--- config.mk ---
export PLATFORM = sky130hd
export DESIGN_NAME = gelu_tanh_approx
export DESIGN_NICKNAME = d
export VERILOG_FILES = /design/src/sv/gta_pkg.sv /design/src/sv/gta_cube.sv /design/src/sv/gta_tanh.sv /design/src/sv/gta_scale.sv /design/src/sv/gelu_tanh_approx.sv
export SDC_FILE = /design/constraint.sdc
export NUM_CORES = 2
export LEC_CHECK = 0
export BUFFER_PORTS_ARGS = -buffer_cell sky130_fd_sc_hd__buf_2
export CORE_MARGIN = 2
export CORE_UTILIZATION = 60
export DETAILED_ROUTE_END_ITERATION = 7
export GPL_TIMING_DRIVEN = 1
export PLACE_DENSITY_LB_ADDON = 0.15
export SYNTH_ARGS = -nofsm -noshare
export SYNTH_HDL_FRONTEND = slang
export SYNTH_SLANG_ARGS = --single-unit
--- constraint.sdc ---
create_clock -name clk -period 25.9 [get_ports clk]
set_clock_uncertainty 0.2 [all_clocks]
set_input_delay 3.885 -clock clk [delete_from_list [all_inputs] [get_ports clk]]
set_output_delay 3.885 -clock clk [all_outputs]
set_load 0.005 [all_outputs]
--- src/sv/gta_pkg.sv ---
// constants and tanh table for the gelu tanh-approximation pipeline
`default_nettype none

package gta_pkg;

    // 0.7978846 and 0.044715 as unsigned q0.16
    localparam logic [15:0] GK_SCALE  = 16'd52290;
    localparam logic [11:0] GK_CUBE   = 12'd2930;
    // tanh 1.0 in unsigned q1.16
    localparam logic [16:0] T_ONE     = 17'd65536;
    // table segments over [0,4] in steps of 1/8
    localparam logic [5:0]  TAB_STEPS = 6'd32;

    // tanh at k/8, q1.16; entries past the table read as 1.0
    function automatic logic [16:0] tanh_entry(input logic [5:0] idx);
        logic [16:0] val;
        case (idx)
            6'd0:    val = 17'd0;
            6'd1:    val = 17'd8150;
            6'd2:    val = 17'd16051;
            6'd3:    val = 17'd23485;
            6'd4:    val = 17'd30285;
            6'd5:    val = 17'd36346;
            6'd6:    val = 17'd41625;
            6'd7:    val = 17'd46131;
            6'd8:    val = 17'd49912;
            6'd9:    val = 17'd53038;
            6'd10:   val = 17'd55593;
            6'd11:   val = 17'd57660;
            6'd12:   val = 17'd59320;
            6'd13:   val = 17'd60643;
            6'd14:   val = 17'd61694;
            6'd15:   val = 17'd62524;
            6'd16:   val = 17'd63178;
            6'd17:   val = 17'd63693;
            6'd18:   val = 17'd64096;
            6'd19:   val = 17'd64412;
            6'd20:   val = 17'd64659;
            6'd21:   val = 17'd64852;
            6'd22:   val = 17'd65002;
            6'd23:   val = 17'd65120;
            6'd24:   val = 17'd65212;
            6'd25:   val = 17'd65283;
            6'd26:   val = 17'd65339;
            6'd27:   val = 17'd65383;
            6'd28:   val = 17'd65417;
            6'd29:   val = 17'd65443;
            6'd30:   val = 17'd65464;
            6'd31:   val = 17'd65480;
            default: val = T_ONE;
        endcase
        return val;
    endfunction

endpackage

`default_nettype wire

--- src/sv/gta_cube.sv ---
// front stages: magnitude, square, cube and inner polynomial argument
`default_nettype none

module gta_cube #(
    parameter int DATA_WIDTH = 16,
    parameter int FRAC_BITS  = 10
) (
    input  wire logic                  clk,
    input  wire logic [3:0]            en,
    input  wire logic [DATA_WIDTH-1:0] x_value,
    output logic [DATA_WIDTH-1:0]      a_out,
    output logic                       neg_out,
    output logic                       sat_out,
    output logic [FRAC_BITS+2:0]       v_out
);

    localparam int AW  = FRAC_BITS + 2;
    localparam int SQW = FRAC_BITS + 5;
    localparam int CBW = FRAC_BITS + 7;
    localparam int VW  = FRAC_BITS + 3;
    localparam int TPW = CBW + 12;
    localparam int CW  = (DATA_WIDTH > FRAC_BITS + 3) ? DATA_WIDTH : FRAC_BITS + 3;

    localparam logic [2*AW:0]   SQ_HALF = (2*AW+1)'(1) << (FRAC_BITS - 1);
    localparam logic [SQW+AW:0] CB_HALF = (SQW+AW+1)'(1) << (FRAC_BITS - 1);
    localparam logic [TPW:0]    TM_HALF = (TPW+1)'(1) << 15;
    localparam logic [CW-1:0]   SAT_LIM = CW'(4) << FRAC_BITS;

    logic                  neg;
    logic [DATA_WIDTH-1:0] a;
    logic                  sat;

    logic [DATA_WIDTH-1:0] s0_a_reg;
    logic                  s0_neg_reg;
    logic                  s0_sat_reg;
    logic [AW-1:0]         s0_am_reg;

    logic [2*AW-1:0]       sq_prod;
    logic [2*AW:0]         sq_rnd;
    logic [DATA_WIDTH-1:0] s1_a_reg;
    logic                  s1_neg_reg;
    logic                  s1_sat_reg;
    logic [AW-1:0]         s1_am_reg;
    logic [SQW-1:0]        s1_sq_reg;

    logic [SQW+AW-1:0]     cb_prod;
    logic [SQW+AW:0]       cb_rnd;
    logic [DATA_WIDTH-1:0] s2_a_reg;
    logic                  s2_neg_reg;
    logic                  s2_sat_reg;
    logic [AW-1:0]         s2_am_reg;
    logic [CBW-1:0]        s2_cube_reg;

    logic [TPW-1:0]        tm_prod;
    logic [TPW:0]          tm_rnd;
    logic [VW-1:0]         v_next;
    logic [DATA_WIDTH-1:0] s3_a_reg;
    logic                  s3_neg_reg;
    logic                  s3_sat_reg;
    logic [VW-1:0]         s3_v_reg;

    // magnitude; the most negative sample maps to 2^(DATA_WIDTH-1)
    assign neg = x_value[DATA_WIDTH-1];
    assign a   = neg ? (~x_value + 1'b1) : x_value;
    assign sat = CW'(a) >= SAT_LIM;

    always_ff @(posedge clk)
    begin
        if (en[0])
        begin
            s0_a_reg   <= a;
            s0_neg_reg <= neg;
            s0_sat_reg <= sat;
            s0_am_reg  <= AW'(a);
        end
    end

    assign sq_prod = s0_am_reg * s0_am_reg;
    assign sq_rnd  = {1'b0, sq_prod} + SQ_HALF;

    always_ff @(posedge clk)
    begin
        if (en[1])
        begin
            s1_a_reg   <= s0_a_reg;
            s1_neg_reg <= s0_neg_reg;
            s1_sat_reg <= s0_sat_reg;
            s1_am_reg  <= s0_am_reg;
            s1_sq_reg  <= sq_rnd[FRAC_BITS +: SQW];
        end
    end

    assign cb_prod = s1_sq_reg * s1_am_reg;
    assign cb_rnd  = {1'b0, cb_prod} + CB_HALF;

    always_ff @(posedge clk)
    begin
        if (en[2])
        begin
            s2_a_reg    <= s1_a_reg;
            s2_neg_reg  <= s1_neg_reg;
            s2_sat_reg  <= s1_sat_reg;
            s2_am_reg   <= s1_am_reg;
            s2_cube_reg <= cb_rnd[FRAC_BITS +: CBW];
        end
    end

    // v = a + 0.044715 * a^3
    assign tm_prod = TPW'(gta_pkg::GK_CUBE) * TPW'(s2_cube_reg);
    assign tm_rnd  = {1'b0, tm_prod} + TM_HALF;
    assign v_next  = VW'(s2_am_reg) + VW'(tm_rnd[16 +: AW]);

    always_ff @(posedge clk)
    begin
        if (en[3])
        begin
            s3_a_reg   <= s2_a_reg;
            s3_neg_reg <= s2_neg_reg;
            s3_sat_reg <= s2_sat_reg;
            s3_v_reg   <= v_next;
        end
    end

    assign a_out   = s3_a_reg;
    assign neg_out = s3_neg_reg;
    assign sat_out = s3_sat_reg;
    assign v_out   = s3_v_reg;

endmodule

`default_nettype wire

--- src/sv/gta_tanh.sv ---
// middle stages: scale the argument, table lookup and linear interpolation of tanh
`default_nettype none

module gta_tanh #(
    parameter int DATA_WIDTH = 16,
    parameter int FRAC_BITS  = 10
) (
    input  wire logic                  clk,
    input  wire logic [2:0]            en,
    input  wire logic [DATA_WIDTH-1:0] a_in,
    input  wire logic                  neg_in,
    input  wire logic                  sat_in,
    input  wire logic [FRAC_BITS+2:0]  v_in,
    output logic [DATA_WIDTH-1:0]      a_out,
    output logic                       neg_out,
    output logic [16:0]                t_out
);

    localparam int VW  = FRAC_BITS + 3;
    localparam int WPW = VW + 16;
    localparam int WW  = VW + 19;
    localparam int PW  = 22;
    localparam int SHL = (FRAC_BITS <= 19) ? 19 - FRAC_BITS : 0;
    localparam int SHR = (FRAC_BITS > 19) ? FRAC_BITS - 19 : 0;

    localparam logic [WPW:0] W_HALF  = (WPW+1)'(1) << 15;
    localparam logic [30:0]  IP_HALF = 31'(1) << 15;

    logic [WPW-1:0]        w_prod;
    logic [WPW:0]          w_rnd;
    logic [DATA_WIDTH-1:0] s4_a_reg;
    logic                  s4_neg_reg;
    logic                  s4_sat_reg;
    logic [VW-1:0]         s4_w_reg;

    logic [WW-1:0]         p_wide;
    logic [PW-1:0]         p;
    logic [5:0]            idx;
    logic [16:0]           lo;
    logic [16:0]           hi;
    logic [DATA_WIDTH-1:0] s5_a_reg;
    logic                  s5_neg_reg;
    logic                  s5_sat_reg;
    logic [16:0]           s5_lo_reg;
    logic [13:0]           s5_delta_reg;
    logic [15:0]           s5_frac_reg;

    logic [29:0]           ip_prod;
    logic [30:0]           ip_rnd;
    logic [DATA_WIDTH-1:0] s6_a_reg;
    logic                  s6_neg_reg;
    logic [16:0]           s6_t_reg;

    // w = 0.7978846 * v
    assign w_prod = WPW'(gta_pkg::GK_SCALE) * WPW'(v_in);
    assign w_rnd  = {1'b0, w_prod} + W_HALF;

    always_ff @(posedge clk)
    begin
        if (en[0])
        begin
            s4_a_reg   <= a_in;
            s4_neg_reg <= neg_in;
            s4_sat_reg <= sat_in;
            s4_w_reg   <= w_rnd[16 +: VW];
        end
    end

    // table position in steps of 1/8 with a 16-bit fraction
    assign p_wide = (WW'(s4_w_reg) << SHL) >> SHR;
    assign p      = p_wide[PW-1:0];
    assign idx    = p[21:16];
    assign lo     = gta_pkg::tanh_entry(idx);
    assign hi     = gta_pkg::tanh_entry(idx + 6'd1);

    always_ff @(posedge clk)
    begin
        if (en[1])
        begin
            s5_a_reg     <= s4_a_reg;
            s5_neg_reg   <= s4_neg_reg;
            s5_sat_reg   <= s4_sat_reg || (idx >= gta_pkg::TAB_STEPS);
            s5_lo_reg    <= lo;
            s5_delta_reg <= 14'(hi - lo);
            s5_frac_reg  <= p[15:0];
        end
    end

    assign ip_prod = s5_delta_reg * s5_frac_reg;
    assign ip_rnd  = {1'b0, ip_prod} + IP_HALF;

    always_ff @(posedge clk)
    begin
        if (en[2])
        begin
            s6_a_reg   <= s5_a_reg;
            s6_neg_reg <= s5_neg_reg;
            s6_t_reg   <= s5_sat_reg ? gta_pkg::T_ONE : (s5_lo_reg + 17'(ip_rnd[30:16]));
        end
    end

    assign a_out   = s6_a_reg;
    assign neg_out = s6_neg_reg;
    assign t_out   = s6_t_reg;

endmodule

`default_nettype wire

--- src/sv/gta_scale.sv ---
// back stages: x * (1 +/- tanh) / 2, rounding, sign and clamp
`default_nettype none

module gta_scale #(
    parameter int DATA_WIDTH = 16
) (
    input  wire logic                  clk,
    input  wire logic [1:0]            en,
    input  wire logic [DATA_WIDTH-1:0] a_in,
    input  wire logic                  neg_in,
    input  wire logic [16:0]           t_in,
    output logic [DATA_WIDTH-1:0]      gelu_value
);

    localparam int PRW = DATA_WIDTH + 18;

    localparam logic [PRW:0] P_HALF = (PRW+1)'(1) << 16;
    localparam logic signed [DATA_WIDTH+1:0] YMAX = {3'b000, {(DATA_WIDTH-1){1'b1}}};
    localparam logic signed [DATA_WIDTH+1:0] YMIN = {3'b111, {(DATA_WIDTH-1){1'b0}}};

    logic [17:0]                    m;
    logic [PRW-1:0]                 s7_prod_reg;
    logic                           s7_neg_reg;

    logic [PRW:0]                   rnd;
    logic [DATA_WIDTH:0]            mag;
    logic signed [DATA_WIDTH+1:0]   ys;
    logic signed [DATA_WIDTH+1:0]   yc;
    logic [DATA_WIDTH-1:0]          s8_y_reg;

    // negative side uses 1 - tanh(|u|), positive side 1 + tanh(|u|)
    assign m = neg_in ? (18'(gta_pkg::T_ONE) - 18'(t_in)) : (18'(gta_pkg::T_ONE) + 18'(t_in));

    always_ff @(posedge clk)
    begin
        if (en[0])
        begin
            s7_prod_reg <= PRW'(a_in) * PRW'(m);
            s7_neg_reg  <= neg_in;
        end
    end

    // halving with round half away from zero on the magnitude
    assign rnd = {1'b0, s7_prod_reg} + P_HALF;
    assign mag = rnd[17 +: DATA_WIDTH+1];
    assign ys  = s7_neg_reg ? -$signed({1'b0, mag}) : $signed({1'b0, mag});

    always_comb
    begin
        if (ys > YMAX)
        begin
            yc = YMAX;
        end
        else if (ys < YMIN)
        begin
            yc = YMIN;
        end
        else
        begin
            yc = ys;
        end
    end

    always_ff @(posedge clk)
    begin
        if (en[1])
        begin
            s8_y_reg <= yc[DATA_WIDTH-1:0];
        end
    end

    assign gelu_value = s8_y_reg;

endmodule

`default_nettype wire

--- src/sv/gelu_tanh_approx.sv ---
// gelu activation, tanh approximation, in signed fixed point
//
// s_* carries one signed sample per request (q5.10 by default) and m_* returns
// gelu(x) = 0.5*x*(1+tanh(0.7978846*(x+0.044715*x^3))) in the same format,
// rounded to nearest and clamped. tanh comes from a 32-entry table over [0,4]
// with linear interpolation and is 1.0 above that.
// the datapath is a nine-stage pipeline: magnitude, square, cube, polynomial,
// scale, table lookup, interpolation, product, round/clamp; an accepted request
// moves through these stage registers in order to m_tvalid/m_tdata.
// throughput is one request per cycle unless m_tready stalls the pipe, set by
// the single pass through each stage; no multiplier is shared between stages.
// each stage carries a valid bit; a stage takes new data when it is empty or
// the stage after it moves, so bubbles close up and s_tready stays high while
// any stage is free, even with a result waiting on m_tready.
// reset clears all valid bits; the datapath itself is not reset.
// when the receiver holds m_tready low the output stays stable and the pipe
// fills up, after which s_tready drops until the output is taken.
`default_nettype none

module gelu_tanh_approx #(
    parameter int DATA_WIDTH = 16,
    parameter int FRAC_BITS  = 10
) (
    input  wire logic                                clk,
    input  wire logic                                rst_n,
    input  wire logic                                s_tvalid,
    output logic                                     s_tready,
    input  wire logic [((DATA_WIDTH+7)/8)*8-1:0]     s_tdata,   // x_value
    output logic                                     m_tvalid,
    input  wire logic                                m_tready,
    output logic [((DATA_WIDTH+7)/8)*8-1:0]          m_tdata    // gelu_value
);

    localparam int TW = ((DATA_WIDTH + 7) / 8) * 8;
    localparam int NS = 9;

    logic [NS-1:0]          vld_reg;
    logic [NS-1:0]          vld_next;
    logic [NS-1:0]          vld_in;
    logic [NS-1:0]          en;

    logic [DATA_WIDTH-1:0]  cb_a;
    logic                   cb_neg;
    logic                   cb_sat;
    logic [FRAC_BITS+2:0]   cb_v;
    logic [DATA_WIDTH-1:0]  th_a;
    logic                   th_neg;
    logic [16:0]            th_t;
    logic [DATA_WIDTH-1:0]  gelu_value;

    // a stage moves when it is empty or its successor moves
    always_comb
    begin
        en[NS-1] = !vld_reg[NS-1] || m_tready;
        for (int k = NS - 2; k >= 0; k--)
        begin
            en[k] = !vld_reg[k] || en[k+1];
        end
    end

    assign vld_in = {vld_reg[NS-2:0], s_tvalid};

    always_comb
    begin
        for (int k = 0; k < NS; k++)
        begin
            vld_next[k] = en[k] ? vld_in[k] : vld_reg[k];
        end
    end

    always_ff @(posedge clk or negedge rst_n)
    begin
        if (!rst_n)
        begin
            vld_reg <= '0;
        end
        else
        begin
            vld_reg <= vld_next;
        end
    end

    gta_cube #(
        .DATA_WIDTH (DATA_WIDTH),
        .FRAC_BITS  (FRAC_BITS)
    ) u_cube (
        .clk     (clk),
        .en      (en[3:0]),
        .x_value (s_tdata[DATA_WIDTH-1:0]),
        .a_out   (cb_a),
        .neg_out (cb_neg),
        .sat_out (cb_sat),
        .v_out   (cb_v)
    );

    gta_tanh #(
        .DATA_WIDTH (DATA_WIDTH),
        .FRAC_BITS  (FRAC_BITS)
    ) u_tanh (
        .clk     (clk),
        .en      (en[6:4]),
        .a_in    (cb_a),
        .neg_in  (cb_neg),
        .sat_in  (cb_sat),
        .v_in    (cb_v),
        .a_out   (th_a),
        .neg_out (th_neg),
        .t_out   (th_t)
    );

    gta_scale #(
        .DATA_WIDTH (DATA_WIDTH)
    ) u_scale (
        .clk        (clk),
        .en         (en[8:7]),
        .a_in       (th_a),
        .neg_in     (th_neg),
        .t_in       (th_t),
        .gelu_value (gelu_value)
    );

    assign s_tready = en[0];
    assign m_tvalid = vld_reg[NS-1];
    assign m_tdata  = TW'(gelu_value);

endmodule

`default_nettype wire

==> impl_results.md <==
- Outcome: finished, final reports clean
- Slew Limit Fails: 0
- Yosys warns: 0
- Max-cap violations: 0
- Final ANT Viol Nets: 0
- Post-synthesis sequential area ratio: 21.0%
- Worst r2r src: u_tanh.t_out[2]
- Hold endpoint: u_tanh.s5_a_reg[13]
- Prevailing post-synth register cell: edfxtp_1
- Setup TNS: 0 ns
- TritonCTS clock tree: done
- Synth unique cells: 100
- GR Util All Layers: 24.9%
- Slew Limit Headroom: 25.8%
- Final Hold Vio Count: 0
- Port bufs: 37
- Cells after synthesis: 4241
- Layout cells sized above 1: 4.36%
- Synth-to-Final Area Change: 5.33%
- Setup crit start kind: primary input
- DRC: 0
- Final worst-path cycle share: 39.1%
- Worst setup margin: 15.76 ns
- Die footprint: 0.0716 sq mm
- # rows: 96
- Period minus WS final: 10.14 ns
- Core Box Area: 0.0687 sq mm
- Syn Nets: 5363
- TritonRoute pass-1 iters: 5
- DP Wirelength: 66.9 mm
- Max Fclk: 0.0986 GHz
- Yosys reg bits: 298
- Placed cell area: 0.0427 sq mm
- Hold Crit Class: register to register
- Cts hold-fix bufs: 0
- Antenna Cells: 0
- H-tree depth: 2
- I/O pin cnt: 38
- Max reg flops: 18
- Post-cts sizing count: 0
- Critical Path Fanout Max: 20
- RSZ-0062 raised after global routing: no
- Global-route wire length before repair: 144 mm
- Wire length per cell: 16.2 um
- Final Instance Area: 0.0439 sq mm
- Setup Buffers After CTS: 0
- Dpl ws: 15.76 ns
- Worst R2R End: u_scale.s7_prod_reg[32]
- Clock-pin slew on the worst setup and hold paths: 0.06 ns
- Largest net degree at the start of global routing: 44
- Worst Hold Depth: 0
- Clock Tree Buf Depth: 3
- CP Data Required Time: 21.81 ns
- Vias/cell: 5.48
- Post-layout nets: 5312
- Die Wd: 268 um
- Cell Area, Synth: 0.0417 sq mm
- Arrival @ worst endpoint: 6.05 ns
- Final WL: 83.6 mm
- Worst-Skew Late Latency: 0.56 ns
- Syn_area_per_cell: 9.83 sq um
- CTS Buf Count: 36
- Clock Sinks: 298
- Starting Density: 60.7%
- Initial drt markers: 1665
- Critical Path Sink Type: output port
- R2R Setup Slk: 16.57 ns
- Initial antenna violation count: 0
- Vias: 28200
- Gpl congestion: 0.901
- Post-synth EDFFs: 273
- Final setup viols: 0
- Crit Path Category: primary input to output port
- Async S/R FF share, synth: 3.02%
- CTS root buf: clkbuf_16
- Hold_sp: u_tanh.s4_a_reg[13]
- Slew @ Worst Pin: 1.10 ns
- Cells on worst reg2reg path: 31
- Die Y: 268 um
- Total grt overflow: 0
- Number of global-route vias before repair: 29700
## worst max path at each step
stage	end	from	depth (start not counted)
after floorplan	s_tready	m_tready	6
after global placement	s_tready	m_tready	8
after detailed placement	s_tready	m_tready	8
after CTS	s_tready	m_tready	8
after global routing	s_tready	m_tready	8
final	s_tready	m_tready	8
## synth_stat cells, drive strengths merged, types with 12 or more instances
cell type	instances	area (sq um)
o21ai	101	505
a21boi	12	93.8
o21a	19	143
nor3	43	215
xnor2	152	1330
clkbuf	129	484
nor2b	29	181
o31ai	16	166
a21o	29	218
nand3	38	195
edfxtp	273	8200
fa	584	11700
nand2	484	1820
nand2b	40	250
dfxtp	16	320
o21bai	15	124
and3	30	193
a21oi	106	538
and2	282	1770
or3	17	106
xor2	77	674
or2	15	93.8
nor2	158	593
o211ai	28	220
buf	23	110
mux2i	16	160
a31oi	16	100
ha	518	6480
a211oi	21	168
inv	797	2990
## layout make-up
type | count | area (sq um)
inverters | 798 | 3000
fillers | 5769 | 24800
multi-input cells | 2993 | 29400
flip-flops and latches | 298 | 8740
clock buffers | 44 | 973
clock inverters | 21 | 258
well taps | 931 | 1160
repair buffers | 63 | 380
## critical path, cell delays in order
cell     delay (ns)
buf_2          0.09
nor2b_1        0.21
and3_1         0.35
and3_1         0.71
and3_1         0.31
nand3_1        0.09
buf_4          0.22
buf_2          0.16
## placed cells by master (no fill, tap or decap), types with 37 or more instances in the layout
cell and n:
a21oi_1 104, and2_1 277, buf_2 37, clkbuf_16 38, edfxtp_1 273, fa_1 584, ha_1 518, inv_1 796
nand2_1 483, nand2b_1 40, nand3_1 37, nor2_1 158, nor3_1 43, o21ai_0 100, xnor2_1 148, xor2_1 76
## kinds of logic (layout without fill, tap and decap cells)
kind of cell / count (synthesis) / count (layout) / synth area share, %
adders and majority gates: 1104 / 1104 / 43.6
and+or+nand+nor: 1191 / 1191 / 14.1
xor gates and xnor gates: 229 / 229 / 4.81
DFF: 298 / 298 / 21.0
AOI/OAI and AO/OA: 449 / 449 / 7.38
buffers and inverters: 950 / 926 / 8.61
muxes: 20 / 20 / 0.492
## stage by stage
stage	hold WS [ns]	std cells	util, %
3_3_place_gp	0.201	5083	62.1
3_5_place_dp	0.205	5083	62.1
6_report	0.208	5148	63.9
4_1_cts	0.209	5148	63.9
2_1_floorplan	0.200	4241	-
5_1_grt	0.221	5148	63.9
## per-layer routing
layer / global-route usage [%] / part of all wire, % / vias up
li1: - / - / 13500
met1: 33.4 / 44 / 13900
met2: 42.5 / 48 / 680
met3: 2.91 / 4.9 / 158
met4: 7.73 / 2.9 / 0
met5: 0 / 0 / -
Power is left out: the tool's default activity adds up to more than one toggle a clock period on the data nets, which glitch-free logic cannot reach.
